$ cat src/hdl/owse_pkg.sv
// Shared types, codes and the CRC-8 step for the 1-Wire search engine.
`timescale 1ns / 1ps

package owse_pkg;

  // Input kind carried on tuser.
  localparam logic CMD_START = 1'b0;
  localparam logic CMD_BITS  = 1'b1;

  // Start modes.
  localparam logic [1:0] MODE_FIRST  = 2'd0;
  localparam logic [1:0] MODE_NEXT   = 2'd1;
  localparam logic [1:0] MODE_VERIFY = 2'd2;
  localparam logic [1:0] MODE_UNUSED = 2'd3;

  // Result status codes.
  localparam logic [2:0] ST_STARTED = 3'd0;
  localparam logic [2:0] ST_DIR     = 3'd1;
  localparam logic [2:0] ST_FOUND   = 3'd2;
  localparam logic [2:0] ST_NONE    = 3'd3;
  localparam logic [2:0] ST_IGNORED = 3'd4;

  // Search geometry.
  localparam logic [6:0] SLOT_FIRST   = 7'd1;
  localparam logic [6:0] SLOT_END     = 7'd65;
  localparam logic [6:0] VERIFY_DISC  = 7'd64;
  localparam logic [6:0] FAMILY_LIMIT = 7'd9;

  // Reflected polynomial of x^8 + x^5 + x^4 + 1.
  localparam logic [7:0] CRC_POLY = 8'h8C;

  // Port payload widths.
  localparam int IN_DATA_W  = 8;
  localparam int OUT_DATA_W = 72;

  // Search state that is saved over a verify pass.
  typedef struct packed {
    logic [3:0] family_disc;
    logic       last_device;
    logic [6:0] last_disc;
  } flags_t;

  // One result item: status for tuser, packed fields for tdata.
  typedef struct packed {
    logic [2:0]            status;
    logic [OUT_DATA_W-1:0] data;
  } res_t;

  // One byte through the Dallas CRC-8, LSB first.
  function automatic logic [7:0] crc_byte(input logic [7:0] crc, input logic [7:0] data);
    logic [7:0] c;
    c = crc ^ data;
    for (int k = 0; k < 8; k++) begin
      if (c[0]) begin
        c = (c >> 1) ^ CRC_POLY;
      end else begin
        c = c >> 1;
      end
    end
    return c;
  endfunction

endpackage

$ cat src/hdl/onewire_rom_search_engine_unit.sv
// Top level of the 1-Wire Search ROM decision engine.
// Each result is registered in the output stage before it reaches the output port.
// Throughput: one item per cycle while in_tready is high; state updates on each transfer.
// A two-entry output stage (register plus skid) keeps in_tready high while one result waits.
// Reset (rst_n low, synchronous) clears the search state and empties the output stage.
// The saved verify id and flags have no reset and are read only after a verify start.
`timescale 1ns / 1ps

module onewire_rom_search_engine_unit
  import owse_pkg::*;
(
  input  logic                  clk,
  input  logic                  rst_n,
  input  logic                  in_tvalid,
  output logic                  in_tready,
  input  logic                  in_tuser,   // cmd
  input  logic [IN_DATA_W-1:0]  in_tdata,   // start_mode[1:0], presence, id_bit, complement_bit
  output logic                  out_tvalid,
  input  logic                  out_tready,
  output logic [2:0]            out_tuser,  // status
  output logic [OUT_DATA_W-1:0] out_tdata   // direction, rom_id[63:0], family_discrepancy[3:0]
);

  // Search state.
  logic [63:0] rom_r, rom_nxt;
  logic [6:0]  last_disc_r, last_disc_nxt;
  logic        last_device_r, last_device_nxt;
  logic [3:0]  family_disc_r, family_disc_nxt;
  logic [6:0]  last_zero_r, last_zero_nxt;
  logic [6:0]  slot_r, slot_nxt;
  logic [7:0]  crc_r, crc_nxt;
  logic        searching_r, searching_nxt;
  logic        verify_r, verify_nxt;
  logic [63:0] saved_rom_r, saved_rom_nxt;
  flags_t      saved_flags_r, saved_flags_nxt;

  // Output stage.
  logic out_valid_r, skid_valid_r;
  res_t out_r, skid_r;
  res_t res;
  logic in_xfer;

  // Input field split.
  logic [1:0] mode;
  logic       presence;
  logic       id_bit;
  logic       cmp_bit;

  assign mode     = in_tdata[1:0];
  assign presence = in_tdata[2];
  assign id_bit   = in_tdata[3];
  assign cmp_bit  = in_tdata[4];

  assign in_tready = !skid_valid_r;
  assign in_xfer   = in_tvalid && in_tready;

  // Next state and result for the item on the input port.
  always_comb begin
    logic [2:0] status;
    logic       dir;
    logic       fin;
    logic       fin_found;
    logic       ok;
    logic [5:0] pos;
    logic [6:0] slot_inc;

    rom_nxt         = rom_r;
    last_disc_nxt   = last_disc_r;
    last_device_nxt = last_device_r;
    family_disc_nxt = family_disc_r;
    last_zero_nxt   = last_zero_r;
    slot_nxt        = slot_r;
    crc_nxt         = crc_r;
    searching_nxt   = searching_r;
    verify_nxt      = verify_r;
    saved_rom_nxt   = saved_rom_r;
    saved_flags_nxt = saved_flags_r;
    status          = ST_IGNORED;
    dir             = 1'b0;
    fin             = 1'b0;
    fin_found       = 1'b0;
    ok              = 1'b0;
    pos             = slot_r[5:0] - 6'd1;
    slot_inc        = slot_r + 7'd1;

    if (in_tuser == CMD_START) begin
      if (mode != MODE_UNUSED) begin
        searching_nxt = 1'b0;
        verify_nxt    = 1'b0;
        if (mode == MODE_FIRST) begin
          last_disc_nxt   = '0;
          last_device_nxt = 1'b0;
          family_disc_nxt = '0;
        end else if (mode == MODE_VERIFY) begin
          saved_rom_nxt               = rom_r;
          saved_flags_nxt.last_disc   = last_disc_r;
          saved_flags_nxt.last_device = last_device_r;
          saved_flags_nxt.family_disc = family_disc_r;
          last_disc_nxt               = VERIFY_DISC;
          last_device_nxt             = 1'b0;
          verify_nxt                  = 1'b1;
        end
        slot_nxt      = SLOT_FIRST;
        last_zero_nxt = '0;
        crc_nxt       = '0;
        if (last_device_nxt || !presence) begin
          fin = 1'b1;
        end else begin
          searching_nxt = 1'b1;
          status        = ST_STARTED;
        end
      end
    end else if (searching_r) begin
      if (id_bit && cmp_bit) begin
        // No device answered this slot.
        fin = 1'b1;
      end else begin
        if (id_bit != cmp_bit) begin
          dir = id_bit;
        end else begin
          // Discrepancy: follow the stored path below the last one, take 1 at it, 0 above it.
          if (slot_r < last_disc_r) begin
            dir = rom_r[pos];
          end else begin
            dir = (slot_r == last_disc_r);
          end
          if (!dir) begin
            last_zero_nxt = slot_r;
            if (slot_r < FAMILY_LIMIT) begin
              family_disc_nxt = slot_r[3:0];
            end
          end
        end
        rom_nxt[pos] = dir;
        // CRC over each completed byte.
        if (pos[2:0] == 3'd7) begin
          crc_nxt = crc_byte(crc_r, rom_nxt[{pos[5:3], 3'b000} +: 8]);
        end
        slot_nxt = slot_inc;
        if (slot_inc >= SLOT_END) begin
          fin       = 1'b1;
          fin_found = (crc_nxt == 8'd0);
        end else begin
          status = ST_DIR;
        end
      end
    end

    // End of a search: settle counters, check verify and restore.
    if (fin) begin
      ok = fin_found;
      if (fin_found) begin
        last_disc_nxt = last_zero_nxt;
        if (last_zero_nxt == 7'd0) begin
          last_device_nxt = 1'b1;
        end
      end
      if (!ok || rom_nxt[7:0] == 8'd0) begin
        last_disc_nxt   = '0;
        last_device_nxt = 1'b0;
        family_disc_nxt = '0;
        ok              = 1'b0;
      end
      if (verify_nxt) begin
        if (ok && rom_nxt != saved_rom_nxt) begin
          ok = 1'b0;
        end
        rom_nxt         = saved_rom_nxt;
        last_disc_nxt   = saved_flags_nxt.last_disc;
        last_device_nxt = saved_flags_nxt.last_device;
        family_disc_nxt = saved_flags_nxt.family_disc;
        verify_nxt      = 1'b0;
      end
      searching_nxt = 1'b0;
      status        = ok ? ST_FOUND : ST_NONE;
    end

    res.status = status;
    res.data   = {3'b000, family_disc_nxt, rom_nxt, dir};
  end

  // Control state: update on each input transfer.
  always_ff @(posedge clk) begin
    if (!rst_n) begin
      rom_r         <= '0;
      last_disc_r   <= '0;
      last_device_r <= 1'b0;
      family_disc_r <= '0;
      last_zero_r   <= '0;
      slot_r        <= SLOT_FIRST;
      crc_r         <= '0;
      searching_r   <= 1'b0;
      verify_r      <= 1'b0;
    end else if (in_xfer) begin
      rom_r         <= rom_nxt;
      last_disc_r   <= last_disc_nxt;
      last_device_r <= last_device_nxt;
      family_disc_r <= family_disc_nxt;
      last_zero_r   <= last_zero_nxt;
      slot_r        <= slot_nxt;
      crc_r         <= crc_nxt;
      searching_r   <= searching_nxt;
      verify_r      <= verify_nxt;
    end
  end

  // Saved id for verify; written only by a verify start.
  always_ff @(posedge clk) begin
    if (in_xfer) begin
      saved_rom_r   <= saved_rom_nxt;
      saved_flags_r <= saved_flags_nxt;
    end
  end

  // Output register with a skid entry behind it.
  always_ff @(posedge clk) begin
    if (!rst_n) begin
      out_valid_r  <= 1'b0;
      skid_valid_r <= 1'b0;
    end else if (!out_valid_r || out_tready) begin
      if (skid_valid_r) begin
        out_valid_r  <= 1'b1;
        skid_valid_r <= 1'b0;
      end else begin
        out_valid_r <= in_xfer;
      end
    end else if (in_xfer) begin
      skid_valid_r <= 1'b1;
    end
  end

  // Output stage payload.
  always_ff @(posedge clk) begin
    if (!out_valid_r || out_tready) begin
      if (skid_valid_r) begin
        out_r <= skid_r;
      end else if (in_xfer) begin
        out_r <= res;
      end
    end else if (in_xfer) begin
      skid_r <= res;
    end
  end

  assign out_tvalid = out_valid_r;
  assign out_tuser  = out_r.status;
  assign out_tdata  = out_r.data;

  // A held result stays in the output register while the skid entry is full.
  assert property (@(posedge clk) disable iff (!rst_n) skid_valid_r |-> out_valid_r)
    else $error("skid entry full while output register is empty");

  // A verify pass only exists inside a running search.
  assert property (@(posedge clk) disable iff (!rst_n) verify_r |-> searching_r)
    else $error("verify mode set without a running search");

  // The slot counter stays within the 64 id slots during a search.
  assert property (@(posedge clk) disable iff (!rst_n)
    searching_r |-> (slot_r >= SLOT_FIRST && slot_r < SLOT_END))
    else $error("slot index out of range during search");

  // The last device is only flagged when no discrepancy remains.
  assert property (@(posedge clk) disable iff (!rst_n) last_device_r |-> last_disc_r == 7'd0)
    else $error("last device flagged with a pending discrepancy");

endmodule

$ cat config.mk
export PLATFORM = sky130hd
export DESIGN_NAME = onewire_rom_search_engine_unit
export DESIGN_NICKNAME = d
export VERILOG_FILES = /design/src/hdl/owse_pkg.sv /design/src/hdl/onewire_rom_search_engine_unit.sv
export SDC_FILE = /design/constraint.sdc
export NUM_CORES = 1
export LEC_CHECK = 0
export BUFFER_PORTS_ARGS = -buffer_cell sky130_fd_sc_hd__buf_2
export CORE_MARGIN = 5
export CORE_UTILIZATION = 25
export CTS_CLUSTER_SIZE = 10
export DETAILED_ROUTE_END_ITERATION = 8
export GPL_ROUTABILITY_DRIVEN = 0
export SKIP_CTS_REPAIR_TIMING = 1
export SLEW_MARGIN = 25
export SYNTH_ARGS = -nofsm -noshare
export SYNTH_HDL_FRONTEND = slang
export SYNTH_SLANG_ARGS = --single-unit
$ cat constraint.sdc
create_clock -name clk -period 12.8 [get_ports clk]
set_input_delay 3.84 -clock clk [delete_from_list [all_inputs] [get_ports clk]]
set_output_delay 3.84 -clock clk [all_outputs]
set_load 0.005 [all_outputs]
After elaboration in Yosys (flattened, before gate mapping)
Cells that the tools add are included.

cells by class
  $add $sub $neg = 2
  order comparisons = 5
  equal/unequal tests = 9
  shift-type cells = 1
  muxes and demuxes = 149
  bitwise logic cells = 11
  reduce and logical (&&, ||, !) cells = 23

operators with widths
  operator               number
  $mux W64               9
  $mux W8                44
  $mux W75               2
  $mux W7                18
  $bwmux W64             1
  $ne A64 B64 Y1         1
  $shiftx A64 B7 Y8      1
  $mux W1                51
  $mux W12               4
  $mux W4                11
  $not A2 Y3             8
  $mux W3                7
  $logic_not A8 Y1       2
  $xor A8 B8 Y8          1
  $add A7 B1 Y7 const B  1
  $eq A7 B7 Y1           1
  $ge A7 B7 Y1 const B   1
  $logic_not A7 Y1       1
  $lt A6 B7 Y1 const B   1
  $lt A7 B4 Y1 const B   1
  $lt A7 B7 Y1           1
  $bmux W1 S6            1
  $demux W1 S6           1
  $ge A6 B1 Y1 const B   1
  16 further kinds       30

storage, ports and cells
  bits in registers = 322
  bits of input ports = 13
  logic and storage cells = 219

Depth between registers and ports, before layout
  word-level depth = 80
  gate-level depth with buffers = 24
  depth with buffers taken out = 15

Worst setup path after synthesis
Ideal clock, no wire load.

  kind = in2reg
  start = input in_tvalid
  end = register skid_r[0] (netlist bit) (enable)
  setup time = 0.503 ns
  arrival time = 7.224 ns
  setup slack = 5.074 ns
  stages on the path = 3
  buffers on the path = 1
  path through = nand2_1 -> clkbuf_1 -> nor2_1

on the way
  longest elaborated chain between the ends = 2

ends and longest elaborated chain
  element                      line                                   RTL
  from (decl)                  onewire_rom_search_engine_unit.sv:14   input logic in_tvalid,
  $logic_and A1 B1 Y1          onewire_rom_search_engine_unit.sv:55   assign in_xfer = in_tvalid && in_tready;
  $reduce_and A2 Y1 (no line)  -
  to (signal assigned)         onewire_rom_search_engine_unit.sv:241  skid_r <= res;
  to (decl)                    onewire_rom_search_engine_unit.sv:39   res_t out_r, skid_r;

No other way between the ends.
A chain may end at the register's enable or synchronous reset.

Worst setup path in the final report
  start = input in_tuser
  end = register out_r (netlist bit out_tuser[0]) (data pin)

on the way
  longest elaborated chain between the ends = 13
  elaborated cells between the ends (all ways) = 20
  those cells by class = 1 x eq/ne; 15 x mux; 4 x reduce/logical

ends and longest elaborated chain
  element                                                      line                                   RTL
  from (decl)                                                  onewire_rom_search_engine_unit.sv:16   input logic in_tuser,
  $mux W64 / $mux W1 (equally long branches)                   onewire_rom_search_engine_unit.sv:86   if (in_tuser == CMD_START) begin
  $logic_not A8 Y1 / $logic_not A1 Y1 (equally long branches)  onewire_rom_search_engine_unit.sv:158  if (!ok || rom_nxt[7:0] == 8'd0) begin
  $logic_or A1 B1 Y1                                           onewire_rom_search_engine_unit.sv:158
  $mux W1                                                      onewire_rom_search_engine_unit.sv:158
  $mux W1                                                      onewire_rom_search_engine_unit.sv:150  if (fin) begin
  $logic_and A1 B1 Y1                                          onewire_rom_search_engine_unit.sv:165  if (ok && rom_nxt != saved_rom_nxt) begin
  $mux W1                                                      onewire_rom_search_engine_unit.sv:165
  $mux W1                                                      onewire_rom_search_engine_unit.sv:164  if (verify_nxt) begin
  $mux W1                                                      onewire_rom_search_engine_unit.sv:150
  $mux W1                                                      onewire_rom_search_engine_unit.sv:175  status = ok ? ST_FOUND : ST_NONE;
  $mux W3 *                                                    onewire_rom_search_engine_unit.sv:150
  $mux W75 *                                                   onewire_rom_search_engine_unit.sv:237  end else if (in_xfer) begin
  $mux W75 *                                                   onewire_rom_search_engine_unit.sv:235  if (skid_valid_r) begin
  to (signal assigned)                                         onewire_rom_search_engine_unit.sv:236  out_r <= skid_r;
  to (signal assigned)                                         onewire_rom_search_engine_unit.sv:238  out_r <= res;
  to (decl)                                                    onewire_rom_search_engine_unit.sv:39

Mark *: on every way between the ends. The rest lies on a longest branch, timed or not. The select of a mux whose other input is x is not followed.

==> qor.txt <==
Hpwl dp = 44,000 um
Initial Util = 25.2%
Fillers = 8,001
Row Count = 101
Die area = 81,900 um^2
CTS tree = built
Worst r2r src = slot_r[0]
Cell area after synthesis = 19,100 um^2
Final core occ = 28.6%
CP delay by family, top = simple AND/OR/NAND/NOR gates
Slowest CP cell = nand3b_1
Yosys top cell area share = 34.6%
Post-synthesis register bit count = 322
Pre-antenna DRT Iters = 8
IO buf count = 83
CP Capture Type = flip-flop
Synth area leaders = edfxtp_1, dfxtp_1, nand2_1, mux2i_1, o21ai_0
Pre-CTS setup slack = 4.05 ns
Relative slew slack = 27.0%
Clock skew = 0.0249 ns
Worst VDD drop = 0.104 mV
Crit Path Max Fanout = 19
Sum Neg Setup Slack = 0 ns
R2R Path End = out_tuser[0]
Worst-path clk slew = 0.06 ns
Vias per cell = 5.22
Area leader, netlist = edfxtp_1
Sequential fraction of the synthesis area = 45.3%
Worst Hold End = last_zero_r[3]
Ratio of cells with drive above 1 in the final layout = 13.1%
Total number of vias = 16,200
Gr usage total = 14.7%
CTS buffer count = 40
Top_reg_cell synth = edfxtp_1
Met1 Usage GRT = 19.4%
Syn_area_per_cell = 9.20 um^2
Post-Synthesis Cells = 2,073
Worst-path cell chain = buf_2, nand3b_1, nor3_1, buf_4, nand2_1, a2111oi_0, nand4_1, nor4_1, nand4_1, nor4_1, or4b_1, o41ai_1, buf_4, o21ai_0, a31o_2
R2R setup slack = 5.54 ns
Most Crowded Layer GR = met2
Die height = 286 um
Max cap viols = 0
Antenna violations before repair = 0
Final hold vios = 0
Clock Tree Root = clkbuf_16
Design Area, Final = 21,700 um^2
Detailed Route WL = 62,500 um
Number of max-slew violations in the final report = 0
Crit path buf inv count = 3
DRT iter0 DRCs = 1,733
Horiz. Die Dim = 286 um
Unrepaired setup endpoints after global routing = no
WS Path Type = primary input to flip-flop
Area delta synth->final = 13.5%
Worst-case reg-to-reg path depth = 19
Nets = 2,116
Unique masters post-synth = 104
Vias in the first global route = 15,000
H-tree depth reported by CTS = 2
Async set or reset register ratio after synthesis = 0%
Setup-failing EPs final = 0
M2 GR Usage = 22.8%
IO Pins = 90
Largest net degree at the start of global routing = 99
Fin crit period = 8.41 ns
Gr ovfl total = 0
Post-route ant nets = 0
Core area = 75,800 um^2
Final Cycle Share = 65.7%
Clock Latency Late Sink = 0.56 ns
Pwr/cell area = 123 nW/um^2
Fmax = 0.119 GHz
Crit path DAT = 8.72 ns
Critical path origin = in_tuser
Crit-path max cell delay = 0.76 ns
Area after DPL = 20,500 um^2
Max clock buf depth = 3
Worst Hold Class = flip-flop to flip-flop
Status = finished, final reports clean
Setup ws final = 4.39 ns
Kind of launch point of the worst setup path = primary input
WHS Path Cells = 2
First-pass GRT wire length = 94,900 um
Worst Hold Launch = last_zero_r[3]
Yosys warns = 0
Req. time, crit path = 13.11 ns
Met3 usage = 3.08%
DR WL/cell = 20.2 um
Diodes inserted = 0
Worst Tran Pin Value = 1.09 ns
Cell leakage power = 8.38 nW
DR DRC count = 0
Sink Count = 322
Number of synthesized flops with an enable pin = 220
[power breakdown]
| group | total, mW | internal (mW) | leakage [nW] | switching (mW) |
|---|---|---|---|---|
| combinational | 0.390 | 0.133 | 4.83 | 0.257 |
| clock | 1.04 | 0.605 | 0.575 | 0.433 |
| sequential | 1.23 | 1.19 | 2.97 | 0.0443 |
[cells in the mapped netlist, types with 17 or more instances]
cell,number
edfxtp_1,220
nor3_1,40
o211a_1,48
nor2b_1,23
a211oi_1,20
clkbuf_1,97
dfxtp_1,102
a21oi_1,101
nor3b_1,24
mux2_2,36
inv_1,87
a31oi_1,23
xor2_1,22
mux2i_1,75
nand2b_1,17
o211ai_1,29
a21boi_0,19
nand3_1,40
nor2_1,144
nand2_1,378
o21ai_0,140
xnor2_1,22
buf_2,30
[cell usage in the layout, fill, tap and decap left out, types with 40 or more instances in the layout]
cell and count:
o211a_1 48, clkbuf_16 41, o21ai_0 140, buf_2 83, buf_4 41, dfxtp_1 100, a21oi_1 101, nand3_1 40
nand2_1 377, edfxtp_1 220, mux2i_1 75, inv_1 86, nor2_1 143
[cell families (layout without fill, tap and decap cells)]
group / after synthesis / in the layout / synth area share, %
AOI/OAI and AO/OA: 554 / 554 / 20.7
xor gates and xnor gates: 50 / 50 / 2.56
adders and majority gates: 11 / 11 / 0.721
buffers and inverters: 240 / 287 / 5.12
DFF: 322 / 322 / 45.3
muxes: 116 / 116 / 6.65
other: 1 / 3 / 0.0197
and+or+nand+nor: 779 / 779 / 18.9
[through the flow]
stage / power (mW) / cells / hold slack [ns]
6_report: 2.66 / 3100 / 0.467
5_1_grt: 2.77 / 3100 / 0.510
4_1_cts: 2.69 / 3100 / 0.470
3_5_place_dp: 1.64 / 3028 / 0.461
3_3_place_gp: 1.63 / 3028 / 0.455
2_1_floorplan: 1.50 / 2075 / 0.444
[how the worst max path moves through the flow]
| stage | endpoint | slack, ns | depth (start not counted) |
|---|---|---|---|
| 2_1_floorplan | skid_r[0] | 5.07 | 3 |
| 3_3_place_gp | out_tuser[0] | 4.02 | 16 |
| 3_5_place_dp | out_tuser[0] | 4.05 | 16 |
| 4_1_cts | out_tuser[0] | 4.62 | 16 |
| 5_1_grt | out_tuser[0] | 4.22 | 15 |
| 6_report | out_tuser[0] | 4.39 | 15 |
[tightest hold or removal path, cell delays in order, from the launching register on]
cell      delay (ns)
dfxtp_1         0.30
nand2_1         0.05
a21boi_0        0.06
[flip-flops by register name, summed over array words and instances, names as in the netlist]
| name | cells |
|---|---|
| slot_r | 7 |
| saved_rom_r | 64 |
| out_tdata | 69 |
| skid_r | 72 |
| family_disc_r | 4 |
| searching_r | 1 |
| verify_r | 1 |
| last_device_r | 1 |
| out_tvalid | 1 |
| last_zero_r | 7 |
| last_disc_r | 7 |
| skid_valid_r | 1 |
| saved_flags_r | 12 |
| out_tuser | 3 |
| crc_r | 8 |
| rom_r | 64 |
[cell type report]
type / count / area, um^2 / area share [%]
Tap cell: 978 / 1220 / 5.65
Timing Repair Buffer: 125 / 734 / 3.39
Inverter: 90 / 343 / 1.58
Clock inverter: 9 / 53.8 / 0.248
Clock buffer: 63 / 1130 / 5.21
Sequential cell: 322 / 8650 / 40.0
Multi-Input combinational cell: 1513 / 9520 / 43.9
[per-layer routing]
layer	vias to the layer above	part of all wire, %
met5	-	0
met1	7632	42
met2	720	44
met4	0	5.8
met3	198	8.1
li1	7631	-
Note: power is estimated with default switching activity, not from simulation.
